**src/rxwp_pkg.sv**
```systemverilog
// ---------------------------------------------------------------------------
// rxwp_pkg
// Shared types and constants for the Ethernet receive filter and word packer.
// ---------------------------------------------------------------------------
`default_nettype none

package rxwp_pkg;

    localparam int          MAX_FRAME_DEFAULT = 1024;
    localparam logic [47:0] STATION_RESET     = 48'h01606E11020F;

    localparam logic [7:0]  BCAST_BYTE    = 8'hFF;
    localparam logic [7:0]  ETYPE_HI      = 8'h08;
    localparam logic [7:0]  ETYPE_IPV4_LO = 8'h00;
    localparam logic [7:0]  ETYPE_ARP_LO  = 8'h06;
    localparam logic [15:0] HDR_LEN       = 16'd14;
    localparam logic [2:0]  ARP_WORDS     = 3'd7;

    localparam logic KIND_ARP  = 1'b0;
    localparam logic KIND_IPV4 = 1'b1;

    typedef enum logic [1:0] {
        CLASS_UNDECIDED,
        CLASS_ARP,
        CLASS_IPV4,
        CLASS_DROP
    } frame_class_t;

    // Result descriptor: first word plus a count; words after the first are zero.
    typedef struct packed {
        logic [31:0] word;
        logic        kind;
        logic        last;
        logic        trunc;
        logic [2:0]  count;
    } word_desc_t;

endpackage

`default_nettype wire

```
**src/rxwp_intf.sv**
```systemverilog
// ---------------------------------------------------------------------------
// rxwp_intf
// Valid/ready channel interfaces: receive bytes, packed words, configuration.
// ---------------------------------------------------------------------------
`default_nettype none

interface rxwp_byte_if;
    logic       valid;
    logic       ready;
    logic [7:0] rx_byte;
    logic       end_of_frame;

    modport source (output valid, rx_byte, end_of_frame, input ready);
    modport sink   (input valid, rx_byte, end_of_frame, output ready);
endinterface

interface rxwp_word_if;
    logic        valid;
    logic        ready;
    logic [31:0] payload_word;
    logic        word_kind;
    logic        last_word;
    logic        truncated;

    modport source (output valid, payload_word, word_kind, last_word, truncated,
                    input ready);
    modport sink   (input valid, payload_word, word_kind, last_word, truncated,
                    output ready);
endinterface

interface rxwp_cfg_if;
    logic        valid;
    logic        ready;
    logic [47:0] station_address;

    modport source (output valid, station_address, input ready);
    modport sink   (input valid, station_address, output ready);
endinterface

`default_nettype wire

```
**src/rxwp_frame_parser.sv**
```systemverilog
// ---------------------------------------------------------------------------
// rxwp_frame_parser
// Input register, address filter, EtherType classifier and payload packer.
// Produces at most one result descriptor per accepted byte.
// ---------------------------------------------------------------------------
`default_nettype none

module rxwp_frame_parser #(
    parameter int MAX_FRAME = rxwp_pkg::MAX_FRAME_DEFAULT
) (
    input  logic                clk,
    input  logic                rst_n,
    rxwp_byte_if.sink           rx,
    rxwp_cfg_if.sink            cfg,
    output rxwp_pkg::word_desc_t desc,
    output logic                desc_valid,
    input  logic                desc_ready
);
    import rxwp_pkg::*;

    localparam int IDX_W = $clog2(MAX_FRAME + 1);

    logic [47:0]      station_reg;
    logic             in_valid_reg;
    logic [7:0]       byte_reg;
    logic             eof_reg;

    logic [IDX_W-1:0] idx_reg, idx_next;
    logic             bm_reg, bm_next;
    logic             sm_reg, sm_next;
    frame_class_t     class_reg, class_next;
    logic [15:0]      len_reg, len_next;
    logic [23:0]      part_reg, part_next;
    logic [2:0]       arp_reg, arp_next;
    logic             fin_reg, fin_next;

    logic             take;
    logic             active;
    logic [15:0]      idx16;
    logic [15:0]      p;
    logic [1:0]       pos;
    logic [7:0]       mine;
    logic [31:0]      w_b;
    logic [23:0]      part_or;
    logic             emit_b;
    logic [31:0]      word_b;
    logic             last_b;
    logic             fire;
    word_desc_t       desc_c;

    assign take   = idx_reg < IDX_W'(MAX_FRAME);
    assign active = take && (class_reg != CLASS_DROP) && !fin_reg;
    assign idx16  = 16'(idx_reg);
    assign p      = idx16 - HDR_LEN;
    assign pos    = p[1:0];

    always_comb
    begin
        case (idx_reg[2:0])
            3'd0:    mine = station_reg[47:40];
            3'd1:    mine = station_reg[39:32];
            3'd2:    mine = station_reg[31:24];
            3'd3:    mine = station_reg[23:16];
            3'd4:    mine = station_reg[15:8];
            default: mine = station_reg[7:0];
        endcase
        case (pos)
            2'd0:    begin w_b = {part_reg, 8'h00} | {byte_reg, 24'h0};
                           part_or = {byte_reg, 16'h0}; end
            2'd1:    begin w_b = {part_reg, 8'h00} | {8'h0, byte_reg, 16'h0};
                           part_or = {8'h0, byte_reg, 8'h0}; end
            2'd2:    begin w_b = {part_reg, 8'h00} | {16'h0, byte_reg, 8'h0};
                           part_or = {16'h0, byte_reg}; end
            default: begin w_b = {part_reg, 8'h00} | {24'h0, byte_reg};
                           part_or = 24'h0; end
        endcase
    end

    always_comb
    begin
        idx_next   = take ? idx_reg + IDX_W'(1) : idx_reg;
        bm_next    = bm_reg;
        sm_next    = sm_reg;
        class_next = class_reg;
        len_next   = len_reg;
        part_next  = part_reg;
        arp_next   = arp_reg;
        fin_next   = fin_reg;
        emit_b     = 1'b0;
        word_b     = w_b;
        last_b     = 1'b0;

        if (active)
        begin
            if (idx16 < 16'd6)
            begin
                bm_next = bm_reg && (byte_reg == BCAST_BYTE);
                sm_next = sm_reg && (byte_reg == mine);
                if (idx16 == 16'd5 && !bm_next && !sm_next)
                    class_next = CLASS_DROP;
            end
            else if (idx16 == 16'd12)
            begin
                part_next = {16'h0, byte_reg};
            end
            else if (idx16 == 16'd13)
            begin
                if (part_reg == {16'h0, ETYPE_HI} && byte_reg == ETYPE_IPV4_LO)
                    class_next = CLASS_IPV4;
                else if (part_reg == {16'h0, ETYPE_HI} && byte_reg == ETYPE_ARP_LO)
                    class_next = CLASS_ARP;
                else
                    class_next = CLASS_DROP;
                part_next = 24'h0;
            end
            else if (idx16 >= HDR_LEN)
            begin
                if (class_reg == CLASS_ARP)
                begin
                    if (pos == 2'd3)
                    begin
                        part_next = 24'h0;
                        arp_next  = arp_reg + 3'd1;
                        fin_next  = (arp_next == ARP_WORDS);
                        emit_b    = 1'b1;
                        last_b    = fin_next;
                    end
                    else
                    begin
                        part_next = part_reg | part_or;
                    end
                end
                else
                begin
                    if (p == 16'd2)
                        len_next[15:8] = byte_reg;
                    if (p == 16'd3)
                        len_next[7:0] = byte_reg;

                    if (p == 16'd3)
                    begin
                        part_next = 24'h0;
                        if (len_next == 16'd0)
                        begin
                            fin_next = 1'b1;
                        end
                        else
                        begin
                            if (len_next < 16'd4)
                            begin
                                case (len_next[1:0])
                                    2'd1:    word_b = w_b & 32'hFF000000;
                                    2'd2:    word_b = w_b & 32'hFFFF0000;
                                    default: word_b = w_b & 32'hFFFFFF00;
                                endcase
                            end
                            fin_next = (len_next <= 16'd4);
                            emit_b   = 1'b1;
                            last_b   = fin_next;
                        end
                    end
                    else if (p > 16'd3 && (pos == 2'd3 || p + 16'd1 == len_reg))
                    begin
                        part_next = 24'h0;
                        fin_next  = (p + 16'd1 == len_reg);
                        emit_b    = 1'b1;
                        last_b    = fin_next;
                    end
                    else
                    begin
                        part_next = part_reg | part_or;
                    end
                end
            end
        end

        desc_c.word  = word_b;
        desc_c.kind  = (class_reg == CLASS_ARP) ? KIND_ARP : KIND_IPV4;
        desc_c.last  = last_b;
        desc_c.trunc = 1'b0;
        desc_c.count = emit_b ? 3'd1 : 3'd0;

        if (eof_reg)
        begin
            if (class_next == CLASS_ARP && !fin_next)
            begin
                desc_c.kind  = KIND_ARP;
                desc_c.last  = 1'b1;
                desc_c.count = (ARP_WORDS - arp_next) + (emit_b ? 3'd1 : 3'd0);
                if (!emit_b)
                    desc_c.word = {part_next, 8'h00};
            end
            else if (class_next == CLASS_IPV4 && !fin_next)
            begin
                desc_c.kind  = KIND_IPV4;
                desc_c.last  = 1'b1;
                desc_c.trunc = 1'b1;
                desc_c.count = 3'd1;
                if (!emit_b)
                    desc_c.word = {part_next, 8'h00};
            end
        end
    end

    assign desc       = desc_c;
    assign desc_valid = in_valid_reg && (desc_c.count != 3'd0);
    assign fire       = in_valid_reg && (!desc_valid || desc_ready);
    assign rx.ready   = !in_valid_reg || fire;
    assign cfg.ready  = 1'b1;

    always_ff @(posedge clk)
    begin
        if (rx.valid && rx.ready)
        begin
            byte_reg <= rx.rx_byte;
            eof_reg  <= rx.end_of_frame;
        end
    end

    always_ff @(posedge clk or negedge rst_n)
    begin
        if (!rst_n)
        begin
            station_reg  <= STATION_RESET;
            in_valid_reg <= 1'b0;
            idx_reg      <= '0;
            bm_reg       <= 1'b1;
            sm_reg       <= 1'b1;
            class_reg    <= CLASS_UNDECIDED;
            len_reg      <= 16'h0;
            part_reg     <= 24'h0;
            arp_reg      <= 3'd0;
            fin_reg      <= 1'b0;
        end
        else
        begin
            if (cfg.valid && cfg.ready)
                station_reg <= cfg.station_address;
            if (rx.ready)
                in_valid_reg <= rx.valid;
            if (fire)
            begin
                if (eof_reg)
                begin
                    idx_reg   <= '0;
                    bm_reg    <= 1'b1;
                    sm_reg    <= 1'b1;
                    class_reg <= CLASS_UNDECIDED;
                    len_reg   <= 16'h0;
                    part_reg  <= 24'h0;
                    arp_reg   <= 3'd0;
                    fin_reg   <= 1'b0;
                end
                else
                begin
                    idx_reg   <= idx_next;
                    bm_reg    <= bm_next;
                    sm_reg    <= sm_next;
                    class_reg <= class_next;
                    len_reg   <= len_next;
                    part_reg  <= part_next;
                    arp_reg   <= arp_next;
                    fin_reg   <= fin_next;
                end
            end
        end
    end

    a_idx_bound: assert property (@(posedge clk) disable iff (!rst_n)
        idx_reg <= IDX_W'(MAX_FRAME))
        else $error("byte index past frame limit");

    a_drop_silent: assert property (@(posedge clk) disable iff (!rst_n)
        (in_valid_reg && class_reg == CLASS_DROP) |-> !desc_valid)
        else $error("dropped frame produced a word");

    a_eof_clears: assert property (@(posedge clk) disable iff (!rst_n)
        (fire && eof_reg) |=> (idx_reg == '0 && class_reg == CLASS_UNDECIDED))
        else $error("frame state not cleared at end of frame");

endmodule

`default_nettype wire

```
**src/rxwp_word_out.sv**
```systemverilog
// ---------------------------------------------------------------------------
// rxwp_word_out
// Result register; replays zero words for an ARP frame that ended early.
// ---------------------------------------------------------------------------
`default_nettype none

module rxwp_word_out (
    input  logic                 clk,
    input  logic                 rst_n,
    input  rxwp_pkg::word_desc_t desc,
    input  logic                 desc_valid,
    output logic                 desc_ready,
    rxwp_word_if.source          words
);
    import rxwp_pkg::*;

    logic        valid_reg;
    logic [2:0]  remain_reg;
    logic [31:0] word_reg;
    logic        kind_reg;
    logic        last_reg;
    logic        trunc_reg;
    logic        load_ok;
    logic        advance;

    assign load_ok    = !valid_reg || (words.ready && remain_reg == 3'd0);
    assign advance    = valid_reg && words.ready && remain_reg != 3'd0;
    assign desc_ready = load_ok;

    always_ff @(posedge clk or negedge rst_n)
    begin
        if (!rst_n)
        begin
            valid_reg  <= 1'b0;
            remain_reg <= 3'd0;
        end
        else if (load_ok)
        begin
            valid_reg <= desc_valid;
            if (desc_valid)
                remain_reg <= desc.count - 3'd1;
        end
        else if (advance)
        begin
            remain_reg <= remain_reg - 3'd1;
        end
    end

    always_ff @(posedge clk)
    begin
        if (load_ok && desc_valid)
        begin
            word_reg  <= desc.word;
            kind_reg  <= desc.kind;
            last_reg  <= desc.last;
            trunc_reg <= desc.trunc;
        end
        else if (advance)
        begin
            word_reg <= 32'h0;
        end
    end

    assign words.valid        = valid_reg;
    assign words.payload_word = word_reg;
    assign words.word_kind    = kind_reg;
    assign words.last_word    = last_reg && (remain_reg == 3'd0);
    assign words.truncated    = trunc_reg;

    a_remain_valid: assert property (@(posedge clk) disable iff (!rst_n)
        remain_reg != 3'd0 |-> valid_reg)
        else $error("pending words without a valid word");

    a_not_last_early: assert property (@(posedge clk) disable iff (!rst_n)
        (valid_reg && remain_reg != 3'd0) |-> !words.last_word)
        else $error("last flag before final word");

    a_pad_zero: assert property (@(posedge clk) disable iff (!rst_n)
        advance |=> (valid_reg && word_reg == 32'h0))
        else $error("padding word not zero");

endmodule

`default_nettype wire

```
**src/eth_rx_filter_word_packer_top.sv**
```systemverilog
// ---------------------------------------------------------------------------
// eth_rx_filter_word_packer_top
// Ethernet receive address filter, EtherType classifier and word packer.
// ---------------------------------------------------------------------------
// Takes one frame byte per clock while the word output is ready and no ARP
// padding drains. Each byte passes an input register, the filter/packer logic
// and a result register. Apart from back-pressure on the word output, the only
// stall is an ARP frame that ends before byte 42: its end-of-frame byte yields
// up to seven words, sent one per cycle from the result register while the
// output is ready, and the input waits while they drain. Frames not addressed
// to broadcast or the station address, and EtherTypes other than IPv4 and ARP,
// produce no words. The station address may only be written while idle.
`default_nettype none

module eth_rx_filter_word_packer_top #(
    parameter int MAX_FRAME = rxwp_pkg::MAX_FRAME_DEFAULT
) (
    input  logic         clk,
    input  logic         rst_n,
    rxwp_byte_if.sink    rx,
    rxwp_word_if.source  words,
    rxwp_cfg_if.sink     cfg
);
    import rxwp_pkg::*;

    word_desc_t desc;
    logic       desc_valid;
    logic       desc_ready;

    rxwp_frame_parser #(
        .MAX_FRAME (MAX_FRAME)
    ) u_parser (
        .clk        (clk),
        .rst_n      (rst_n),
        .rx         (rx),
        .cfg        (cfg),
        .desc       (desc),
        .desc_valid (desc_valid),
        .desc_ready (desc_ready)
    );

    rxwp_word_out u_word_out (
        .clk        (clk),
        .rst_n      (rst_n),
        .desc       (desc),
        .desc_valid (desc_valid),
        .desc_ready (desc_ready),
        .words      (words)
    );

endmodule

`default_nettype wire

```
**src/flat_wrapper.sv**
```systemverilog
// flat-port wrapper written by rule: the top's interface ports become plain ports
module eth_rx_filter_word_packer_top_flat import rxwp_pkg::*;
#(
    parameter int MAX_FRAME = rxwp_pkg::MAX_FRAME_DEFAULT
)
  (clk, rst_n, rx_valid, rx_rx_byte, rx_end_of_frame, rx_ready, words_valid, words_payload_word, words_word_kind, words_last_word, words_truncated, words_ready, cfg_valid, cfg_station_address, cfg_ready);
  rxwp_byte_if rx_i ();
  rxwp_word_if words_i ();
  rxwp_cfg_if cfg_i ();
  input  logic clk;
  input  logic rst_n;
  input wire logic [$bits(rx_i.valid)-1:0] rx_valid;
  input wire logic [$bits(rx_i.rx_byte)-1:0] rx_rx_byte;
  input wire logic [$bits(rx_i.end_of_frame)-1:0] rx_end_of_frame;
  output wire logic [$bits(rx_i.ready)-1:0] rx_ready;
  output wire logic [$bits(words_i.valid)-1:0] words_valid;
  output wire logic [$bits(words_i.payload_word)-1:0] words_payload_word;
  output wire logic [$bits(words_i.word_kind)-1:0] words_word_kind;
  output wire logic [$bits(words_i.last_word)-1:0] words_last_word;
  output wire logic [$bits(words_i.truncated)-1:0] words_truncated;
  input wire logic [$bits(words_i.ready)-1:0] words_ready;
  input wire logic [$bits(cfg_i.valid)-1:0] cfg_valid;
  input wire logic [$bits(cfg_i.station_address)-1:0] cfg_station_address;
  output wire logic [$bits(cfg_i.ready)-1:0] cfg_ready;
  assign rx_i.valid = rx_valid;
  assign rx_i.rx_byte = rx_rx_byte;
  assign rx_i.end_of_frame = rx_end_of_frame;
  assign rx_ready = rx_i.ready;
  assign words_valid = words_i.valid;
  assign words_payload_word = words_i.payload_word;
  assign words_word_kind = words_i.word_kind;
  assign words_last_word = words_i.last_word;
  assign words_truncated = words_i.truncated;
  assign words_i.ready = words_ready;
  assign cfg_i.valid = cfg_valid;
  assign cfg_i.station_address = cfg_station_address;
  assign cfg_ready = cfg_i.ready;
  eth_rx_filter_word_packer_top #(.MAX_FRAME(MAX_FRAME)) u_core (.clk(clk), .rst_n(rst_n), .rx(rx_i), .words(words_i), .cfg(cfg_i));
endmodule
```
**config.mk**
```make
export PLATFORM = sky130hd
export DESIGN_NAME = eth_rx_filter_word_packer_top_flat
export DESIGN_NICKNAME = d
export VERILOG_FILES = /design/src/rxwp_pkg.sv /design/src/rxwp_intf.sv /design/src/rxwp_frame_parser.sv /design/src/rxwp_word_out.sv /design/src/eth_rx_filter_word_packer_top.sv /design/src/flat_wrapper.sv
export SDC_FILE = /design/constraint.sdc
export NUM_CORES = 1
export LEC_CHECK = 0
export ABC_AREA = 1
export CAP_MARGIN = 10
export CORE_MARGIN = 3
export CORE_UTILIZATION = 40
export CTS_BUF_LIST = sky130_fd_sc_hd__clkbuf_8
export DETAILED_ROUTE_END_ITERATION = 8
export DONT_BUFFER_PORTS = 1
export SYNTH_ARGS = -nofsm -noshare
export SYNTH_HDL_FRONTEND = slang
export SYNTH_HIERARCHICAL = 1
export SYNTH_SLANG_ARGS = --single-unit
export TNS_END_PERCENT = 50
```
**constraint.sdc**
```tcl
create_clock -name clk -period 6 [get_ports clk]
set_input_delay 0.6 -clock clk [delete_from_list [all_inputs] [get_ports clk]]
set_output_delay 0.6 -clock clk [all_outputs]
set_load 0.01 [all_outputs]
```
Yosys cells after proc, flatten, opt, wreduce, memory -nomap -nowiden
Cells that the tools add are included.
- register bits after elaboration: 156
- latch bits: 0
- RAM bits: 0
- bits in read-only memories: 0
- input bits: 62
- output and inout bits: 38
- logic and storage cells: 227
- memories kept: 0
- add/subtract/negate cells: 8
- $mul: 0
- divide/modulo/power cells: 0
- magnitude comparators: 6
- eq/ne operators: 29
- shift-type cells: 0
- muxes and demuxes: 112
- bitwise logic cells: 6
- reductions and logical operators: 48
- operators with widths (operator ; number):
    24-bit two-way mux ; 19
    16-bit two-way mux ; 7
    8-bit two-way mux ; 14
    32-bit two-way mux ; 3
    32-bit case mux with 3 select lines ; 1
    38-bit two-way mux ; 2
    24-bit case mux with 3 select lines ; 1
    24-bit case mux with 2 select lines ; 1
    1-bit two-way mux ; 40
    8-bit case mux with 5 select lines ; 1
    3-bit two-way mux ; 12
    34-bit two-way mux ; 1
    16-bit by 2-bit equality test with 1-bit output (second input constant) ; 2
    32-bit by 16-bit OR with 32-bit output ; 1
    32-bit by 24-bit OR with 32-bit output ; 1
    32-bit OR ; 1
    32-bit by 8-bit OR with 32-bit output ; 1
    24-bit by 4-bit equality test with 1-bit output (second input constant) ; 1
    24-bit OR ; 1
    11-bit by 4-bit equality test with 1-bit output (second input constant) ; 2
    11-bit two-way mux ; 2
    1-bit logical AND ; 19
    16-bit equality test ; 1
    16-bit by 2-bit > comparator with 1-bit output (second input constant) ; 1
    other kinds (36) ; 74

Logic depth before layout (Yosys ltp)
- depth in word-level cells: 31
- depth in mapped cells: 33
- depth with buffers taken out: 32

Hierarchy
Netlist, hierarchy kept.
- modules (own cells, without submodules) (module ; instances ; cells an instance ; area each (um^2) ; seq. area each (um^2)):
    rxwp_frame_parser ; 1 ; 1253 ; 8419.3 ; 2994.1
    rxwp_word_out ; 1 ; 138 ; 1734.2 ; 1151.1

Worst setup path before layout
Ideal clock, no wire load.
- path kind: reg2reg
- from: register u_core.u_parser.idx_reg[1]
- to: register u_core.u_word_out.word_reg[0] (netlist: u_core/u_word_out/words.payload_word[0]) (enable)
- library setup time: 0.348 ns
- arrival: 3.751 ns
- required time: 5.652 ns
- slack: 1.901 ns
- cell stages (with the launch flop): 26
- path buffers: 1
- period minus slack after synthesis: 4.099 ns
- cells stage by stage: dfrtp_1 -> ha_1 -> nand2_4 -> nand2_1 -> nand2_1 -> nand2_2 -> nor2_2 -> nand3_2 -> nor2_4 -> nand2_2 -> buf_6 -> o21ai_0 -> inv_1 -> ha_1 -> nand3_1 -> nand2_1 -> nand3_1 -> nand2_1 -> inv_1 -> ha_1 -> ha_1 -> xor2_1 -> o211ai_1 -> a21oi_1 -> nand2_4 -> nand2_4
- longest elaborated chain between the ends: 27
- elaborated cells between the ends (all ways): 91
- classes of those cells: 4 x add/sub; 5 x order compare; 14 x eq/ne; 51 x mux; 17 x reduce/logical
- ends and longest elaborated chain (element ; line ; RTL):
    start, declared ; rxwp_frame_parser.sv:28 ; logic [IDX_W-1:0] idx_reg, idx_next;
    start signal, assigned ; rxwp_frame_parser.sv:256 ; idx_reg <= idx_next;
    11-bit by 4-bit subtractor with 12-bit output ; rxwp_frame_parser.sv:54 ; assign p = idx16 - HDR_LEN;
    16-bit by 2-bit equality test with 1-bit output (on tied branches) ; rxwp_frame_parser.sv:137, rxwp_frame_parser.sv:140, rxwp_frame_parser.sv:135 ;
    8-bit two-way mux (on tied branches) ; rxwp_frame_parser.sv:137, rxwp_frame_parser.sv:135 ;
    8-bit two-way mux ; rxwp_frame_parser.sv:118 ; if (class_reg == CLASS_ARP)
    8-bit two-way mux ; rxwp_frame_parser.sv:116 ; else if (idx16 >= HDR_LEN)
    8-bit two-way mux ; rxwp_frame_parser.sv:106 ; else if (idx16 == 16'd13)
    8-bit two-way mux ; rxwp_frame_parser.sv:102 ; else if (idx16 == 16'd12)
    8-bit two-way mux ; rxwp_frame_parser.sv:95 ; if (idx16 < 16'd6)
    (+12 left out) ; -- ;
    38-bit two-way mux ; rxwp_frame_parser.sv:193 ; else if (class_next == CLASS_IPV4 && !fin_next)
    3-bit two-way mux ; rxwp_frame_parser.sv:185 ; if (class_next == CLASS_ARP && !fin_next)
    38-bit two-way mux * ; rxwp_frame_parser.sv:183 ; if (eof_reg)
    3-bit nonzero test * ; rxwp_frame_parser.sv:206 ; assign desc_valid = in_valid_reg && (desc_c.count != 3'd0);
    1-bit logical AND * ; rxwp_frame_parser.sv:206 ;
    net u_core.desc_valid ; eth_rx_filter_word_packer_top.sv:27 ; logic desc_valid;
    1-bit logical AND * ; rxwp_word_out.sv:51 ; if (load_ok && desc_valid)
    2-bit nonzero test (no line) * ; -- ;
    end signal, assigned ; rxwp_word_out.sv:53 ; word_reg <= desc.word;
    end, declared ; rxwp_word_out.sv:19 ; logic [31:0] word_reg;
The timed path passes the listed nets; every way through them passes the cells marked *. The select of a mux whose other input is x is not followed.
A chain may end at the register's enable or synchronous reset.

Worst setup path after layout
- from: register u_core.u_parser.idx_reg[0]
- to: output port rx_ready
- longest elaborated chain between the ends: 29
- elaborated cells between the ends (all ways): 93
- classes of those cells: 4 x add/sub; 5 x order compare; 14 x eq/ne; 51 x mux; 19 x reduce/logical
- ends and longest elaborated chain (element ; line ; RTL):
    11-bit by 4-bit subtractor with 12-bit output ; rxwp_frame_parser.sv:54 ;
    16-bit by 2-bit equality test with 1-bit output (on tied branches) ; rxwp_frame_parser.sv:137, rxwp_frame_parser.sv:140, rxwp_frame_parser.sv:135 ;
    8-bit two-way mux (on tied branches) ; rxwp_frame_parser.sv:137, rxwp_frame_parser.sv:135 ;
    8-bit two-way mux ; rxwp_frame_parser.sv:118 ;
    8-bit two-way mux ; rxwp_frame_parser.sv:116 ;
    8-bit two-way mux ; rxwp_frame_parser.sv:106 ;
    8-bit two-way mux ; rxwp_frame_parser.sv:102 ;
    8-bit two-way mux ; rxwp_frame_parser.sv:95 ;
    (+14 left out) ; -- ;
    38-bit two-way mux * ; rxwp_frame_parser.sv:183 ;
    3-bit nonzero test * ; rxwp_frame_parser.sv:206 ;
    1-bit logical AND * ; rxwp_frame_parser.sv:206 ;
    net u_core.desc_valid ; eth_rx_filter_word_packer_top.sv:27 ;
    1-bit logical NOT * ; rxwp_frame_parser.sv:207 ; assign fire = in_valid_reg && (!desc_valid || desc_ready);
    1-bit logical OR * ; rxwp_frame_parser.sv:207 ;
    1-bit logical AND * ; rxwp_frame_parser.sv:207 ;
    1-bit logical OR * ; rxwp_frame_parser.sv:208 ; assign rx.ready = !in_valid_reg || fire;
    end, declared ; flat_wrapper.sv:15 ; output wire logic [$bits(rx_i.ready)-1:0] rx_ready;
Marked as above.

==> flow_metrics.tcl <==
set metrics [dict create \
    synth_area_leader_cell "sky130_fd_sc_hd__dfrtp_1" \
    timing.critical_path.slowest_cell_delay_ns 0.50 \
    setup_violations 0 \
    crit_path_start_kind "flip-flop" \
    crit_chain "inv_1 > ha_1 > nor2_1 > nand2_1 > buf_4 > nand2_1 > nor2_1 > nand2_1 > nand3_1 > nand2_1 > nor2_1 > nand3_1 > or2_1 > nand3_1 > a21boi_1 > nor2_1 > o211ai_2 > nand2_1 > nand2_1 > a21oi_1 > nand2_1" \
    top_level_ports 100 \
    yosys.cell_count.top_type "sky130_fd_sc_hd__nand2_1" \
    fin_hold_ws_ns 0.0797 \
    hp-class "input port to asynchronous set/reset pin" \
    cts_tree "built" \
    pwr_density_cell_mw_per_mm2 301 \
    fin_ws_ns 0.619 \
    die_width_um 165 \
    final_min_period_over_clock_period 0.897 \
    cp_top_family "simple AND/OR/NAND/NOR gates" \
    post-route-min-period_ns 5.38 \
    die_h_um 165 \
    finalHoldViolCount 0 \
    yosysUniqueCellTypes 51 \
    largest_register_ffs 48 \
    path_buf_inv 2 \
    synth_cells 1391 \
    clock_insertion_delay_worst_skew_ns 0.47 \
    dpl_worst_slack_ns 0.865 \
    syn_nets 1467 \
    cts-htree-levels 4 \
    worst-slew-pin-transition_ns 0.794 \
    cts_root_buf "sky130_fd_sc_hd__clkbuf_8" \
    port_buffers 0 \
    grt_setup_unrepaired "no" \
    final.setup.tns_ns 0 \
    report.final.slew_viol_count 0 \
    yosysTopAreaCellShare 0.234 \
    multi_input_area_sq_mm 0.00501 \
    areaGrowthSynthToFinish_pct 6.20 \
    numCtsBuffers 17 \
    clock.fmax_mhz 186 \
    vias_in_the_first_global_route 8859 \
    vdd.ir_drop.worst_uv 166 \
    number_of_antenna_violations_at_the_first_check_in_global_routing 1 \
    static-leakage-power_nw 4.83 \
    cts_sink_count 156 \
    design.final.nets 1439 \
    max-cap-violations 0 \
    synth_seq_area_share 0.408 \
    fp.coreArea_sq_mm 0.0246 \
    avgSynthCellArea_sq_um 7.30 \
    drt_pass1_iterations 5 \
    warning_count_from_the_yosys_run 6 \
    reg_clk_slew_reported_paths_ns 0.10 \
    floorplan.initialDensity 0.413 \
    cp_max_fo 18 \
    globalplace.congestion 0.923 \
    final_antenna_net_count 0 \
    cts_buffer_depth 2 \
    synth.area.top_cells "sky130_fd_sc_hd__dfrtp_1 (23%), sky130_fd_sc_hd__nand2_1 (14%), sky130_fd_sc_hd__edfxtp_1 (13%)" \
    dieArea_sq_mm 0.0273 \
    ys_dominant_reg_cell "sky130_fd_sc_hd__dfrtp_1" \
    drt_wl_total_mm 28.4 \
    violation_count_after_the_first_detailed_route_iteration 941 \
    global_route_wire_length_before_repair_mm 46.5 \
    worst_path_max_delay_cell "sky130_fd_sc_hd__dfrtp_1" \
    power_mw 3.25 \
    n_antenna_cell 0 \
    num_vias 9061 \
    timing.clock.skew_ns 0.0169 \
    groute.usage.overall 0.215 \
    std_cell_rows 57 \
    crit_required_ns 5.40 \
    layout-drive-gt1-share 0.108 \
    run_status "complete, no violations" \
    slew_headroom 0.466 \
    synth-async-reset-ratio 0.718 \
    remaining_drc_errors 0 \
    post_synth_instance_area_sq_mm 0.0102 \
    cp.arrival_ns 4.78 \
    detailed_place_hpwl_mm 20.3 \
    cp_endpoint_kind "primary output" \
    worst_path_most_repeated_cell "sky130_fd_sc_hd__nand2_1" \
    fill_cell_total_of_the_finished_layout 2519 \
    route.detailed.vias_per_inst 5.33 \
    area.sequential_sq_mm 0.00415 \
    global_route.overflow_total 0 \
    ys_seq_elements 156 \
    synth_enable_flop_cells 44 \
    post_drt_wl_per_cell_um 16.7 \
    path_class "flip-flop to primary output" \
    grt_max_degree 113 \
    synthTopCellsByCount "sky130_fd_sc_hd__nand2_1 (385), sky130_fd_sc_hd__inv_1 (177), sky130_fd_sc_hd__nor2_1 (116)" \
]
[where the power goes]
part	total [mW]	internal (mW)	switching, mW
clock	0.851	0.387	0.464
sequential	1.35	1.24	0.108
combinational	1.05	0.278	0.768
total	3.25	1.91	1.34
[routing by layer]
metal	global-route usage	wire length, um
met1	0.293	12800
met3	0.0459	1910
met4	0.0578	553
met5	0	20
met2	0.347	13100
[worst paths after layout]
path,from,cells past startpoint,endpoint,slack (ns)
worst min register to register,u_core/u_parser/sm_reg,2,u_core/u_parser/sm_reg,0.48
max in group asynchronous,rst_n,1,u_core/u_parser/len_reg[15],5.46
min in group clk,cfg_valid,1,u_core/u_parser/station_reg[0],0.21
worst min-delay path,rst_n,1,u_core/u_parser/station_reg[4],0.08
worst max register to register,u_core/u_parser/idx_reg[0],22,u_core/u_word_out/words.payload_word[27],0.94
worst max-delay path,u_core/u_parser/idx_reg[0],21,rx_ready,0.62
[cells in the final DEF (no fill, tap or decap), types with 7 or more instances in the layout]
master | synthesis | routed
sky130_fd_sc_hd__nand2_1 | 385 | 385
sky130_fd_sc_hd__inv_1 | 177 | 177
sky130_fd_sc_hd__nor2_1 | 116 | 115
sky130_fd_sc_hd__o21ai_0 | 112 | 112
sky130_fd_sc_hd__nand3_1 | 107 | 107
sky130_fd_sc_hd__dfrtp_1 | 95 | 95
sky130_fd_sc_hd__edfxtp_1 | 44 | 44
sky130_fd_sc_hd__nand4_1 | 32 | 32
sky130_fd_sc_hd__a21oi_1 | 26 | 26
sky130_fd_sc_hd__nor2_2 | 24 | 24
sky130_fd_sc_hd__clkbuf_8 | 0 | 17
sky130_fd_sc_hd__o31ai_1 | 17 | 17
sky130_fd_sc_hd__mux2_2 | 17 | 17
sky130_fd_sc_hd__dfstp_2 | 17 | 17
sky130_fd_sc_hd__o21ai_1 | 15 | 15
sky130_fd_sc_hd__nor2_4 | 13 | 14
sky130_fd_sc_hd__nor3_1 | 14 | 14
sky130_fd_sc_hd__ha_1 | 14 | 14
sky130_fd_sc_hd__buf_4 | 4 | 12
sky130_fd_sc_hd__nor4_1 | 11 | 11
sky130_fd_sc_hd__xor2_1 | 10 | 10
sky130_fd_sc_hd__o22ai_1 | 10 | 10
sky130_fd_sc_hd__o2111ai_1 | 8 | 8
sky130_fd_sc_hd__inv_6 | 0 | 7
sky130_fd_sc_hd__or2_2 | 7 | 7
sky130_fd_sc_hd__a22oi_1 | 7 | 7
[what timing repair did]
action	4_1_cts	5_1_grt
hold endpoints to repair	112	0
hold buffers	1	0
endpoints found under the setup margin	0	1
buffers inserted	0	0
resized for setup	0	1
[kinds of logic after synthesis]
logic type / synth area share
other: 0.000369
multiplexers: 0.0198
buffers and inverters: 0.0992
AND/OR/NAND/NOR: 0.323
flip-flops: 0.408
AO/OA/AOI/OAI: 0.119
adder cells (fa/ha/maj): 0.0173
XOR/XNOR: 0.0129
[worst register-to-register path, cell delays in order, from the launching register on]
cell and delay, ns:
sky130_fd_sc_hd__dfrtp_1 0.50, sky130_fd_sc_hd__inv_1 0.19, sky130_fd_sc_hd__ha_1 0.47, sky130_fd_sc_hd__nor2_1 0.10
sky130_fd_sc_hd__nand2_1 0.08, sky130_fd_sc_hd__buf_4 0.26, sky130_fd_sc_hd__nand2_1 0.40, sky130_fd_sc_hd__nor2_1 0.22
sky130_fd_sc_hd__nand2_1 0.14, sky130_fd_sc_hd__nand3_1 0.09, sky130_fd_sc_hd__nand2_1 0.06, sky130_fd_sc_hd__nor2_1 0.10
sky130_fd_sc_hd__nand3_1 0.10, sky130_fd_sc_hd__or2_1 0.24, sky130_fd_sc_hd__nand3_1 0.12, sky130_fd_sc_hd__a21boi_1 0.12
sky130_fd_sc_hd__nor2_1 0.31, sky130_fd_sc_hd__o211ai_2 0.16, sky130_fd_sc_hd__nand2_1 0.09, sky130_fd_sc_hd__nand2_1 0.09
sky130_fd_sc_hd__a21oi_1 0.28, sky130_fd_sc_hd__nand2_4 0.19, sky130_fd_sc_hd__nand2_4 0.41
[cell type report]
type,instances,share of cell area
clock buffers,17,0.0217
clock inverters,15,0.0161
inverters,186,0.0647
multi-input cells,989,0.464
flip-flops and latches,156,0.384
well taps,324,0.0376
repair buffers,13,0.0109
[per-stage QoR]
step | cell area, sq um | util | instances
after floorplan | 10200 | - | 1391
after global routing | 10800 | 0.438 | 1700
after CTS | 10800 | 0.438 | 1700
final | 10800 | 0.438 | 1700
after detailed placement | 10300 | 0.420 | 1667
after global placement | 10300 | 0.420 | 1667
(Power assumes the default switching activity.)
